==> src/sv/bsss_pkg.sv <==
// shared constants, types and helpers of the bounded sorted series store
// used by every module of the block but bsss_ram; depends on nothing
`default_nettype none

package bsss_pkg;

  localparam int NUM_SERIES = 8;
  localparam int DEPTH      = 16;

  localparam int KEY_W  = 64;
  localparam int TIME_W = 64;
  localparam int DATA_W = 64;
  localparam int MAXP_W = 5;

  localparam int PT_DEPTH = NUM_SERIES * DEPTH;
  localparam int WORD_W   = TIME_W + DATA_W;
  localparam int SLOT_W   = (NUM_SERIES > 1) ? $clog2(NUM_SERIES) : 1;
  localparam int IDX_W    = $clog2(DEPTH);
  localparam int CNT_W    = $clog2(DEPTH + 1);
  localparam int K_W      = $clog2(DEPTH + 2);
  localparam int ADDR_W   = $clog2(PT_DEPTH);

  localparam int IN_TDATA_W  = KEY_W + TIME_W + DATA_W + 2 * TIME_W;
  localparam int IN_TUSER_W  = 1;
  localparam int OUT_TDATA_W = WORD_W;
  localparam int OUT_TUSER_W = 2;

  typedef enum logic {
    OP_PUT   = 1'b0,
    OP_QUERY = 1'b1
  } op_e;

  typedef enum logic {
    STATUS_OK   = 1'b0,
    STATUS_FULL = 1'b1
  } status_e;

  typedef struct packed {
    logic              hit;
    logic [SLOT_W-1:0] slot;
    logic [CNT_W-1:0]  count;
    logic              free_ok;
    logic [SLOT_W-1:0] free_slot;
  } lkp_t;

  typedef struct packed {
    logic              claim;
    logic              cnt_we;
    logic [SLOT_W-1:0] slot;
    logic [CNT_W-1:0]  cnt;
  } upd_t;

  function automatic logic [ADDR_W-1:0] pt_addr(input logic [SLOT_W-1:0] slot,
                                                 input logic [IDX_W-1:0] idx);
    pt_addr = ADDR_W'(ADDR_W'(slot) * ADDR_W'(DEPTH)) + ADDR_W'(idx);
  endfunction

endpackage

`default_nettype wire

==> src/sv/bsss_seq.sv <==
// sequencer: lookup, sorted insert with trim, range scan and output register
// depends on bsss_pkg; drives the point ram and the slot table
`default_nettype none

module bsss_seq (
  input  wire logic                              clk_i,
  input  wire logic                              rst_ni,
  input  wire logic                              s_axis_tvalid_i,
  output logic                                   s_axis_tready_o,
  input  wire logic [bsss_pkg::IN_TDATA_W-1:0]   s_axis_tdata_i,
  input  wire logic [bsss_pkg::IN_TUSER_W-1:0]   s_axis_tuser_i,
  output logic                                   m_axis_tvalid_o,
  input  wire logic                              m_axis_tready_i,
  output logic [bsss_pkg::OUT_TDATA_W-1:0]       m_axis_tdata_o,
  output logic [bsss_pkg::OUT_TUSER_W-1:0]       m_axis_tuser_o,
  output logic                                   m_axis_tlast_o,
  input  wire logic                              cfg_valid_i,
  output logic                                   cfg_ready_o,
  input  wire logic [bsss_pkg::MAXP_W-1:0]       cfg_data_i,
  output logic [bsss_pkg::KEY_W-1:0]             key_o,
  input  wire bsss_pkg::lkp_t                    lkp_i,
  output bsss_pkg::upd_t                         upd_o,
  output logic                                   ram_we_o,
  output logic [bsss_pkg::ADDR_W-1:0]            ram_waddr_o,
  output logic [bsss_pkg::WORD_W-1:0]            ram_wdata_o,
  output logic                                   ram_re_o,
  output logic [bsss_pkg::ADDR_W-1:0]            ram_raddr_o,
  input  wire logic [bsss_pkg::WORD_W-1:0]       ram_rdata_i
);

  typedef enum logic [2:0] {
    ST_IDLE,
    ST_LOOKUP,
    ST_PUT,
    ST_QRY,
    ST_EMIT
  } state_e;

  localparam int TW = bsss_pkg::TIME_W;
  localparam int DW = bsss_pkg::DATA_W;
  localparam int KW = bsss_pkg::K_W;

  state_e                         state_q;
  bsss_pkg::op_e                  op_q;
  bsss_pkg::status_e              stat_q;
  logic [bsss_pkg::KEY_W-1:0]     key_q;
  logic [TW-1:0]                  time_q;
  logic [DW-1:0]                  data_q;
  logic [TW-1:0]                  lo_q;
  logic [TW-1:0]                  hi_q;
  logic [bsss_pkg::SLOT_W-1:0]    slot_q;
  logic [KW-1:0]                  n_q;
  logic [KW-1:0]                  drop_q;
  logic [KW-1:0]                  k_q;
  logic                           ins_q;
  logic [bsss_pkg::WORD_W-1:0]    carry_q;
  logic                           pend_v_q;
  logic [bsss_pkg::WORD_W-1:0]    pend_q;
  logic                           out_valid_q;
  logic [bsss_pkg::WORD_W-1:0]    out_word_q;
  logic [bsss_pkg::OUT_TUSER_W-1:0] out_user_q;
  logic                           out_last_q;
  logic [bsss_pkg::MAXP_W-1:0]    max_points_q;

  logic                           o_free;
  logic [TW-1:0]                  rd_time;
  logic [KW-1:0]                  k_next;
  logic [KW-1:0]                  n_lk;
  logic [KW-1:0]                  lim;
  logic [KW-1:0]                  total;
  logic [KW-1:0]                  drop_lk;
  logic [bsss_pkg::SLOT_W-1:0]    slot_lk;
  logic                           at_end;
  logic                           take_new;
  logic [bsss_pkg::WORD_W-1:0]    e_word;
  logic                           in_rng;
  logic                           q_last;
  logic                           q_stall;
  logic                           out_load;

  assign o_free  = !out_valid_q || m_axis_tready_i;
  assign rd_time = ram_rdata_i[TW-1:0];
  assign k_next  = k_q + KW'(1);

  // limit and trim count for the series found
  always_comb begin
    n_lk    = lkp_i.hit ? KW'(lkp_i.count) : '0;
    slot_lk = lkp_i.hit ? lkp_i.slot : lkp_i.free_slot;
    if (max_points_q == '0 || int'(max_points_q) > bsss_pkg::DEPTH) begin
      lim = KW'(bsss_pkg::DEPTH);
    end else begin
      lim = KW'(max_points_q);
    end
    total   = n_lk + KW'(1);
    drop_lk = (total > lim) ? total - lim : '0;
  end

  // merged insert step: old points up to the tie rule, then the new one
  always_comb begin
    at_end   = (k_q == n_q);
    take_new = !ins_q && (at_end || rd_time > time_q);
    if (ins_q) begin
      e_word = carry_q;
    end else if (take_new) begin
      e_word = {data_q, time_q};
    end else begin
      e_word = ram_rdata_i;
    end
  end

  assign in_rng   = (rd_time >= lo_q) && (rd_time <= hi_q);
  assign q_last   = (k_next == n_q);
  assign q_stall  = in_rng && pend_v_q && !o_free;
  assign out_load = ((state_q == ST_QRY) && !q_stall && in_rng && pend_v_q) ||
                    ((state_q == ST_EMIT) && o_free);

  always_comb begin
    ram_we_o    = 1'b0;
    ram_waddr_o = '0;
    ram_wdata_o = e_word;
    ram_re_o    = 1'b0;
    ram_raddr_o = '0;
    upd_o       = '0;
    unique case (state_q)
      ST_LOOKUP: begin
        if (op_q == bsss_pkg::OP_PUT) begin
          if (!lkp_i.hit && lkp_i.free_ok) begin
            upd_o.claim = 1'b1;
            upd_o.slot  = lkp_i.free_slot;
          end
        end
        if (lkp_i.hit && n_lk != '0) begin
          ram_re_o    = 1'b1;
          ram_raddr_o = bsss_pkg::pt_addr(slot_lk, '0);
        end
      end
      ST_PUT: begin
        ram_we_o    = (k_q >= drop_q);
        ram_waddr_o = bsss_pkg::pt_addr(slot_q, bsss_pkg::IDX_W'(k_q - drop_q));
        if (k_next < n_q) begin
          ram_re_o    = 1'b1;
          ram_raddr_o = bsss_pkg::pt_addr(slot_q, bsss_pkg::IDX_W'(k_next));
        end
        if (at_end) begin
          upd_o.cnt_we = 1'b1;
          upd_o.slot   = slot_q;
          upd_o.cnt    = bsss_pkg::CNT_W'(n_q + KW'(1) - drop_q);
        end
      end
      ST_QRY: begin
        if (!q_stall && !q_last) begin
          ram_re_o    = 1'b1;
          ram_raddr_o = bsss_pkg::pt_addr(slot_q, bsss_pkg::IDX_W'(k_next));
        end
      end
      default: ;
    endcase
  end

  always_ff @(posedge clk_i or negedge rst_ni) begin
    if (!rst_ni) begin
      state_q      <= ST_IDLE;
      out_valid_q  <= 1'b0;
      pend_v_q     <= 1'b0;
      ins_q        <= 1'b0;
      max_points_q <= '0;
    end else begin
      if (cfg_valid_i) begin
        max_points_q <= cfg_data_i;
      end
      if (out_load) begin
        out_valid_q <= 1'b1;
      end else if (m_axis_tready_i) begin
        out_valid_q <= 1'b0;
      end
      unique case (state_q)
        ST_IDLE: begin
          if (s_axis_tvalid_i) begin
            op_q    <= bsss_pkg::op_e'(s_axis_tuser_i[0]);
            key_q   <= s_axis_tdata_i[63:0];
            time_q  <= s_axis_tdata_i[127:64];
            data_q  <= s_axis_tdata_i[191:128];
            lo_q    <= s_axis_tdata_i[255:192];
            hi_q    <= s_axis_tdata_i[319:256];
            state_q <= ST_LOOKUP;
          end
        end
        ST_LOOKUP: begin
          slot_q   <= slot_lk;
          n_q      <= n_lk;
          drop_q   <= drop_lk;
          k_q      <= '0;
          ins_q    <= 1'b0;
          pend_v_q <= 1'b0;
          stat_q   <= (op_q == bsss_pkg::OP_PUT && !lkp_i.hit && !lkp_i.free_ok) ?
                      bsss_pkg::STATUS_FULL : bsss_pkg::STATUS_OK;
          if (op_q == bsss_pkg::OP_PUT) begin
            if (!lkp_i.hit && !lkp_i.free_ok) begin
              state_q <= ST_EMIT;
            end else begin
              state_q <= ST_PUT;
            end
          end else if (lkp_i.hit && n_lk != '0) begin
            state_q <= ST_QRY;
          end else begin
            state_q <= ST_EMIT;
          end
        end
        ST_PUT: begin
          if (!at_end) begin
            carry_q <= ram_rdata_i;
          end
          ins_q <= ins_q | take_new;
          k_q   <= k_next;
          if (at_end) begin
            state_q <= ST_EMIT;
          end
        end
        ST_QRY: begin
          if (!q_stall) begin
            if (in_rng) begin
              if (pend_v_q) begin
                out_word_q  <= pend_q;
                out_user_q  <= {1'b1, 1'(bsss_pkg::STATUS_OK)};
                out_last_q  <= 1'b0;
              end
              pend_q   <= ram_rdata_i;
              pend_v_q <= 1'b1;
            end
            k_q <= k_next;
            if (q_last) begin
              state_q <= ST_EMIT;
            end
          end
        end
        ST_EMIT: begin
          if (o_free) begin
            out_word_q  <= pend_v_q ? pend_q : '0;
            out_user_q  <= {pend_v_q, 1'(stat_q)};
            out_last_q  <= 1'b1;
            state_q     <= ST_IDLE;
          end
        end
        default: state_q <= ST_IDLE;
      endcase
    end
  end

  assign s_axis_tready_o = (state_q == ST_IDLE);
  assign m_axis_tvalid_o = out_valid_q;
  assign m_axis_tdata_o  = out_word_q;
  assign m_axis_tuser_o  = out_user_q;
  assign m_axis_tlast_o  = out_last_q;
  assign cfg_ready_o     = 1'b1;
  assign key_o           = key_q;

endmodule

`default_nettype wire

==> config.mk <==
export PLATFORM = sky130hd
export DESIGN_NAME = bsss_seq
export DESIGN_NICKNAME = d
export VERILOG_FILES = /design/src/sv/bsss_pkg.sv /design/src/sv/bsss_seq.sv
export SDC_FILE = /design/constraint.sdc
export NUM_CORES = 1
export LEC_CHECK = 0
export BUFFER_PORTS_ARGS = -buffer_cell sky130_fd_sc_hd__clkbuf_2
export CAP_MARGIN = 10
export CORE_AREA = 4 4 323 325
export DETAILED_ROUTE_END_ITERATION = 6
export DIE_AREA = 0 0 327 329
export PLACE_DENSITY = 0.56
export SLEW_MARGIN = 20
export SYNTH_ARGS = -nofsm -noshare
export SYNTH_HDL_FRONTEND = slang
export SYNTH_SLANG_ARGS = --single-unit
==> constraint.sdc <==
create_clock -name clk_i -period 39.4 [get_ports clk_i]
set_input_delay 1.97 -clock clk_i [delete_from_list [all_inputs] [get_ports clk_i]]
set_output_delay 1.97 -clock clk_i [all_outputs]
set_load 0.05 [all_outputs]
==> results of run 1 <==
-- layer usage --
metal | track usage | up-vias
li1 | - | 9635
met1 | 0.217 | 10058
met2 | 0.306 | 754
met3 | 0.0464 | 156
met4 | 0.0697 | 8
met5 | 0 | -
-- final cells by class --
cell class	instances	area, µm²
sequential	738	22100
antenna	12	30.0
fill	9713	61100
clock inverter	58	549
multi-input combinational	1072	8560
tap	1368	1710
clock buffer	102	2280
timing repair buffer	843	4310
inverter	224	841
-- sequential cells by signal, indices dropped and copies added (netlist names) --
register	count
drop_q	5
max_points_q	5
ins_q	1
m_axis_tdata_o	128
m_axis_tuser_o	2
key_o	64
n_q	5
stat_q	1
state_q	3
pend_v_q	1
hi_q	64
time_q	64
k_q	5
op_q	1
lo_q	64
m_axis_tlast_o	1
m_axis_tvalid_o	1
data_q	64
carry_q	128
pend_q	128
slot_q	3
-- stage by stage --
| stage | instances | hold WS [ps] | area (µm²) | setup slack, ps | utilization |
|---|---|---|---|---|---|
| after global routing | 4414 | 526 | 40400 | 30570 | 0.398 |
| final | 4417 | 504 | 40400 | 30870 | 0.398 |
| after detailed placement | 4244 | 501 | 37500 | 30800 | 0.370 |
| after CTS | 4404 | 504 | 40300 | 30790 | 0.398 |
| after floorplan | 2097 | 487 | 31800 | 21600 | - |
| after global placement | 4243 | 498 | 37500 | 30870 | 0.369 |
-- Yosys cell counts (2+ instances only) --
library cell | n | area, µm²
a211oi_1 | 6 | 45.0
a21o_1 | 25 | 188
a21oi_1 | 86 | 430
a221oi_1 | 5 | 43.8
a22o_1 | 4 | 35.0
a22oi_1 | 2 | 15.0
a31oi_1 | 4 | 25.0
and2_1 | 137 | 857
and3_1 | 5 | 31.3
and4_1 | 4 | 35.0
buf_2 | 14 | 70.1
buf_6 | 14 | 158
clkbuf_1 | 34 | 128
dfrtp_1 | 11 | 275
edfxtp_1 | 727 | 21800
fa_1 | 3 | 60.1
ha_1 | 218 | 2730
inv_1 | 224 | 841
mux2_2 | 7 | 78.8
nand2_1 | 65 | 244
nand2b_1 | 138 | 863
nand3_1 | 23 | 115
nand4_1 | 39 | 244
nor2_1 | 48 | 180
nor2b_1 | 7 | 43.8
nor3_1 | 14 | 70.1
nor4_1 | 5 | 31.3
nor4b_1 | 3 | 26.3
o211ai_1 | 6 | 45.0
o21ai_0 | 34 | 170
o221a_1 | 120 | 1350
o221a_2 | 8 | 90.1
o22ai_1 | 5 | 31.3
o31ai_1 | 3 | 22.5
or2_2 | 4 | 25.0
or3_1 | 3 | 18.8
or4_1 | 2 | 15.0
xnor2_1 | 12 | 105
xor2_1 | 7 | 61.3
-- critical path: stages --
cell      delay (ps)
clkbuf_2         170
ha_1             330
nand4_1          340
or4_1            690
a21oi_1          140
or3b_2           140
a21oi_1          100
o22ai_1          340
or2_4            850
buf_4            730
o221a_2          310
clkbuf_2         270
-- cells by family (layout without fill, tap and decap cells) --
family                     after synthesis  after routing  synth area share
AOI/OAI and AO/OA                      321            321            0.0820
and+or+nand+nor                        503            503            0.0898
buffers and inverters                  287           1227            0.0378
other                                    1             13          0.000118
DFF                                    738            738             0.695
muxes                                    7              7           0.00248
xor gates and xnor gates                19             19           0.00523
adders and majority gates              221            221            0.0876
-- power breakdown --
group | internal [mW] | leakage [nW] | total, mW | switching, mW
logic | 0.210 | 8.20 | 0.845 | 0.635
registers | 0.971 | 6.75 | 1.00 | 0.0337
clock network | 0.474 | 1.37 | 0.800 | 0.326
-- final timing paths --
check	startpoint	endpoint	slack, ps	cells past startpoint
max in group asynchronous	rst_ni	ins_q	37720	1
hold / removal	pend_q[16]	m_axis_tdata_o[16]	500	1
setup / recovery	ram_rdata_i[14]	ram_wdata_o[4]	30870	12
min in group asynchronous	rst_ni	max_points_q[2]	1280	1
hold reg to reg	pend_q[16]	m_axis_tdata_o[16]	500	1
setup reg to reg	lo_q[7]	m_axis_tdata_o[52]	34110	12
==> metrics.txt, run 1 <==
DRT iter0 DRCs 1,233; router iterations before antenna repair 6; RSZ-0062 raised after global routing false; post-synthesis cell count 2,097; most common cell after layout, fill and taps aside clkbuf_2; Async SR Flop Fraction 0.0149; PortBufs 822; CP max FO 66; Die W 327 µm; Worst Max-Slew Pin Slew 1060 ps; relative slew slack 0.295; met1 wire length 40,000 µm; Vias/cell 4.67; Row Count 117; die area 0.108 mm²; Routed WL 100,000 µm; number of global-route vias before repair 20,799; EDFF count, synth 727; first-pass GRT wire length 141,000 µm; Crit path arrival time 6560 ps; total track usage 0.179; endpoints failing setup 0; status complete, no violations; Hold Path Class reg2reg; Setup Fix Bufs, Post-CTS 0; Overflow after GRT 0; most frequent cells in the layout clkbuf_2, edfxtp_1, inv_1; initial antenna violation count 20; H-tree depth 3; DR top layer met5; layout cell share with drive strength beyond 1 0.331; PostCTS Resize Cnt 0; hpwl dp 75,100 µm; Top Ports 824; synthesized area 0.0318 mm²; crit path capture type primary output; # hold bufs at CTS 0; Core Box Area 0.101 mm²; library cells used by synthesis 60; total design power 2.65 mW; Tcrit/Tclk final 0.217; via count 20,611; fmax 0.117 GHz; initial core utilization 0.314; largest net degree at the start of global routing 86; syn nets 2,790; drt wl/cell 22.7 µm; Reg clk slew, reported paths 60 ps; fin. max-slew vios 0; total CTS buffers 85; Max Cap Viol 0; area delta synth->final 27.0%; CTS max path bufs 3; Post-synth top flop edfxtp_1; Die Y 329 µm; PD cells 65.6 mW/mm²; Setup TNS 0 ps; Synth Register Bits 738; Num Clock Sinks 738; Required @ worst endpoint 37,430 ps; Mean Syn Cell Area 15.2 µm²; DRC viols 0; gpl congestion 0.798; clock latency at the later pin of the worst-skew pair 650 ps; synth warn 0; Met3 Wirelength 6740 µm; Final #Nets 3,657; register area share after synthesis 0.695; Root Driver clkbuf_16; CTS tree done; Setup CP Type in2out; Setup Skew 20.0 ps; leakage power 16.3 nW; Max VDD drop 33.7 µV; Routed Antenna Nets 0; met2 WL post-DR 49,900 µm; min Tclk post-route 8530 ps; Worst Setup Start Kind input pin; Final Hold Vio Count 0
No activity file was read; power rests on OpenSTA's default activity.
==> inputs of run 2 (changes only) <==
- CORE_AREA: 4 4 323 325 -> 4 4 316 318
- DIE_AREA: 0 0 327 329 -> 0 0 320 322
- PLACE_DENSITY: 0.56 -> 0.58
- clock period: 39.4 -> 8.25 ns (I/O delays scaled with it)
==> run 2 against run 1 <==
  * Sequential power grew to 4.8 times the previous value
  * Final area grew 9.6%
  * Flip-flop and latch count is the same
  * Combinational power grew to 5.0 times the previous value
  * Die area shrank 4.2%
  * Clock power grew to 4.8 times the previous value
  * First-iteration DRC count grew 21%
  * Routed wire length grew 2.7%
  * Clock skew grew 15 ps
  * Worst hold slack lost 450 ps
  * Register-to-register slack lost 31000 ps
  * Critical path type is now reg2out
==> metrics.txt, run 2 (synthesis gave the netlist of run 1 again) <==
status complete, no violations; cell internal pwr 8.08 mW; leakage power 18.0 nW; initial antenna violation count 11; Worst Setup Start Kind flop; Clk network pwr share 0.300; Die W 320 µm; total track usage 0.194; RSZ-0062 raised after global routing false; Hold Path Class in2reg; PortBufs 822; Worst Max-Slew Pin Slew 1130 ps; Tcrit/Tclk final 0.683; fmax 0.178 GHz; FILL cells 8,565; layout cell share with drive strength beyond 1 0.291; DRT iter0 DRCs 1,494; worst path cell trace inv_1 > ha_1 > nand4_1 > or4_1 > nor4b_2 > and2b_1 > o22ai_1 > nand2b_4 > buf_4 > o221a_1 > clkbuf_2; Reg2Reg Setup Slack 3450 ps; die area 0.103 mm²; CP peak stage delay 720 ps; Required @ worst endpoint 7840 ps; endpoints failing setup 0; drt wl/cell 21.8 µm; Vias/cell 4.71; Top Ports 824; Overflow after GRT 0; CTS tree done; initial core utilization 0.329; crit path capture type primary output; most common cell after layout, fill and taps aside clkbuf_2; Num Clock Sinks 738; fin. max-slew vios 0; Row Count 114; PostCTS Resize Cnt 0; via count 22,219; min Tclk post-route 5630 ps; largest net degree at the start of global routing 111; PD cells 291 mW/mm²; DRC viols 0; Switching Power 4.80 mW; Setup TNS 0 ps; clock latency at the later pin of the worst-skew pair 650 ps; Routed WL 103,000 µm; number of global-route vias before repair 23,246; Non-Filler Instances 4,719; Final #Nets 4,055; dpl cells 4,151; Setup WS pre-CTS 2860 ps; Max VDD drop 196 µV; combinational power share 0.328; most frequent cells in the layout clkbuf_2, edfxtp_1, dlygate4sd3_1; switching part of the total power 0.373; Die Y 322 µm; Final Hold Vio Count 0; Setup CP Type reg2out; Setup Skew 35.1 ps; Max Cap Viol 0; Flop pwr share 0.372; Root Driver clkbuf_16; CP max FO 67; Routed Antenna Nets 0; area delta synth->final 39.2%; Crit path arrival time 5220 ps; Reg clk slew, reported paths 50 ps; relative slew slack 0.245; Core Box Area 0.0966 mm²; final core occ 0.459; worst hold slack 56.5 ps; first-pass GRT wire length 149,000 µm; final worst slack 2620 ps; hpwl dp 73,300 µm; Slowest cell on crit path or4_1; total CTS buffers 85; gpl congestion 0.841; CTS max path bufs 3; H-tree depth 3; router iterations before antenna repair 7
[run 2: cell count changes in the layout (fill, tap and decap cells not counted), sizes merged]
cell         delta
buf             -2
bufinv          +3
clkbuf          +1
clkinv          -5
clkinvlp        -4
diode           +1
dlygate4sd3   +400
[run 2: power groups by stage]
| stage | combinational [mW] | clock (mW) | sequential [mW] |
|---|---|---|---|
| finish | 4.22 | 3.86 | 4.79 |
| detailed placement | 4.10 | 0 | 4.87 |
| global placement | 4.07 | 0 | 4.86 |
| floorplan | 2.68 | 0 | 5.16 |
| CTS | 4.27 | 3.96 | 4.79 |
| global route | 4.49 | 4.13 | 4.82 |
[run 2: per-stage QoR]
| step | power [mW] | cell area, µm² |
|---|---|---|
| after detailed placement | 8.97 | 37400 |
| after CTS | 13.0 | 44200 |
| final | 12.9 | 44300 |
| after global placement | 8.93 | 37400 |
| after global routing | 13.4 | 44300 |
| after floorplan | 7.83 | 31800 |
[run 2: final timing paths]
kind                                       from                   to  cells after the start
worst max-delay path                 time_q[14]      ram_wdata_o[61]                     11
worst min-delay path            ram_rdata_i[88]           pend_q[88]                      1
worst max register to register         lo_q[38]   m_axis_tdata_o[63]                     11
worst min register to register      pend_q[110]  m_axis_tdata_o[110]                      1
max in group asynchronous                rst_ni                ins_q                      2
min in group asynchronous                rst_ni                ins_q                      2
[run 2: timing repair]
| item | in CTS | in global routing |
|---|---|---|
| setup buffers | 0 | 0 |
| endpoints found under the hold margin | 478 | 0 |
| hold buffers | 400 | 0 |
[run 2: worst max-delay path, delay by kind of cell, from the launching register on]
family / cells / cell delay, ps
compound gates: 2 / 480
fa+ha+maj: 1 / 290
flops: 1 / 400
simple gates: 5 / 2250
buf+inv: 3 / 1070
[run 2: layer usage]
layer / routed length, µm / up-vias / track usage / share of wire
li1: - / 10427 / - / -
met1: 40300 / 10789 / 0.230 / 0.39
met2: 52800 / 835 / 0.346 / 0.51
met3: 6320 / 166 / 0.0395 / 0.062
met4: 3370 / 2 / 0.0732 / 0.033
met5: 7 / - / 0 / 0.000068
[run 2: cell type report]
cell class / instances / area [µm²] / area share
Clock inverter: 52 / 596 / 0.0134
Timing Repair Buffer: 1241 / 8290 / 0.187
Clock buffer: 103 / 2250 / 0.0507
Sequential cell: 738 / 22100 / 0.499
Multi-Input combinational cell: 1072 / 8570 / 0.194
Antenna cell: 13 / 32.5 / 0.000735
Inverter: 224 / 841 / 0.0190
Tap cell: 1276 / 1600 / 0.0361
==> inputs of run 3 (changes only) <==
- clock period: 8.25 -> 5.2 ns (I/O delays scaled with it)
==> run 3 against run 2 <==
  * Final area up 2.8%
  * Non-clock buffer count up 87
  * Sequential power up 59%
  * Count of clock-buffer cells in the layout down 9
  * Global-route usage up 0.37 points
  * Utilization up 1.3 points
  * Register-to-register slack worse by 2200 ps
  * Die area unchanged
  * Critical path type unchanged
  * Critical endpoint is now ram_wdata_o[86]
  * Largest cell class unchanged
  * Largest power group unchanged
==> metrics.txt, run 3 (synthesis gave the netlist of run 1 again) <==
area delta synth->final 43.1%; hold path depth 3; layout cell share with drive strength beyond 1 0.294; CP dominant cell by count nand4_1; dpl cells 4,169; Reg clk slew, reported paths 60 ps; total design power 21.0 mW; Routed WL 105,000 µm; Num Clock Sinks 738; initial core utilization 0.329; Max VDD drop 333 µV; DRC viols 0; Routed Antenna Nets 0; PostCTS Resize Cnt 0; fin. max-slew vios 0; CP max FO 49; Setup Fix Bufs, Post-CTS 0; total CTS buffers 84; RSZ-0062 raised after global routing false; Hold Path Class in2reg; drt wl/cell 21.8 µm; largest net degree at the start of global routing 113; # hold bufs at CTS 469; Top Ports 824; min Tclk post-route 4860 ps; CP peak stage delay 540 ps; crit path capture type primary output; via count 22,886; Setup WS pre-CTS 887 ps; DRT iter0 DRCs 1,534; final worst slack 345 ps; Max Cap Viol 0; Row Count 114; endpoints failing setup 0; reg2reg end pend_q[67]; PortBufs 822; H-tree depth 3; hpwl dp 74,900 µm; Buf/Inv on CP 4; FF-to-FF path depth 12; FILL cells 8,441; router iterations before antenna repair 5; Worst Setup Start Kind flop; Tcrit/Tclk final 0.934; worst hold slack 72.4 ps; number of global-route vias before repair 23,976; HP Start m_axis_tready_i; Non-Filler Instances 4,802; Setup Skew 28.5 ps; most common cell after layout, fill and taps aside clkbuf_2; Crit path arrival time 4600 ps; Final Hold Vio Count 0; worst path cell trace inv_1 > ha_1 > nand4_1 > nor3_1 > nand4_1 > or2_2 > o22ai_1 > nand2b_4 > buf_12 > buf_4 > o221a_1 > clkbuf_2; beginning of the worst register-to-register path lo_q[5]; leakage power 18.5 nW; gpl congestion 0.855; Root Driver clkbuf_16; relative slew slack 0.269; most frequent cells in the layout clkbuf_2, edfxtp_1, dlygate4sd3_1; Die W 320 µm; Top Family by Delay on Critical Path simple AND/OR/NAND/NOR gates; Vias/cell 4.77; die area 0.103 mm²; Reg2Reg Setup Slack 1230 ps; Required @ worst endpoint 4940 ps; Storage cell area 0.0221 mm²; fmax 0.206 GHz; Worst Max-Slew Pin Slew 1100 ps; status complete, no violations; total track usage 0.197; CTS tree done; Core Box Area 0.0966 mm²; CTS max path bufs 3; Overflow after GRT 0; first-pass GRT wire length 152,000 µm; Final #Nets 4,141; clock latency at the later pin of the worst-skew pair 660 ps; initial antenna violation count 10; Slowest cell on crit path nor3_1; multi-input logic area 0.00860 mm²; PD cells 461 mW/mm²; hold path endpoint m_axis_tvalid_o; Die Y 322 µm; Setup CP Type reg2out
## run 3: final cells by class
type	count	share of cell area
diodes	7	0.000385
clock buffers	94	0.0475
clock inverters	63	0.0203
inverters	224	0.0185
multi-input cells	1072	0.189
flip-flops and latches	738	0.486
well taps	1276	0.0351
repair buffers	1328	0.204
## run 3: power by group
group	internal [mW]	leakage, nW	switching, mW
Sequential	7.35	6.75	0.285
Clock	4.04	1.50	2.56
Combinational	1.92	10.3	4.84
## run 3: per-stage QoR
stage               utilization  area [µm²]  setup TNS, ps
global route              0.471       45500              0
finish                    0.471       45500              0
detailed placement        0.391       37700              0
CTS                       0.471       45500              0
global placement          0.391       37700              0
floorplan                     -       31900        -265250
## run 3: worst max path at each step
stage / startpoint / to / slack, ps / depth (start not counted)
after floorplan: hi_q[5] / pend_q[0] / -1350 / 11
after global placement: ram_rdata_i[33] / pend_q[69] / 890 / 13
after detailed placement: time_q[61] / ram_wdata_o[82] / 890 / 13
after CTS: time_q[61] / ram_wdata_o[82] / 160 / 13
after global routing: time_q[55] / ram_wdata_o[53] / 70 / 12
final: time_q[55] / ram_wdata_o[86] / 340 / 12
## run 3: routing by layer
metal | track usage | part of all wire
met4 | 0.0881 | 0.043
met5 | 0 | 0.00015
met1 | 0.240 | 0.40
met3 | 0.0342 | 0.058
met2 | 0.344 | 0.50
## run 3: tightest hold or removal path, stage by stage
cell      delay (ps)
clkbuf_2          80
nand2b_1         210
o311ai_0         120
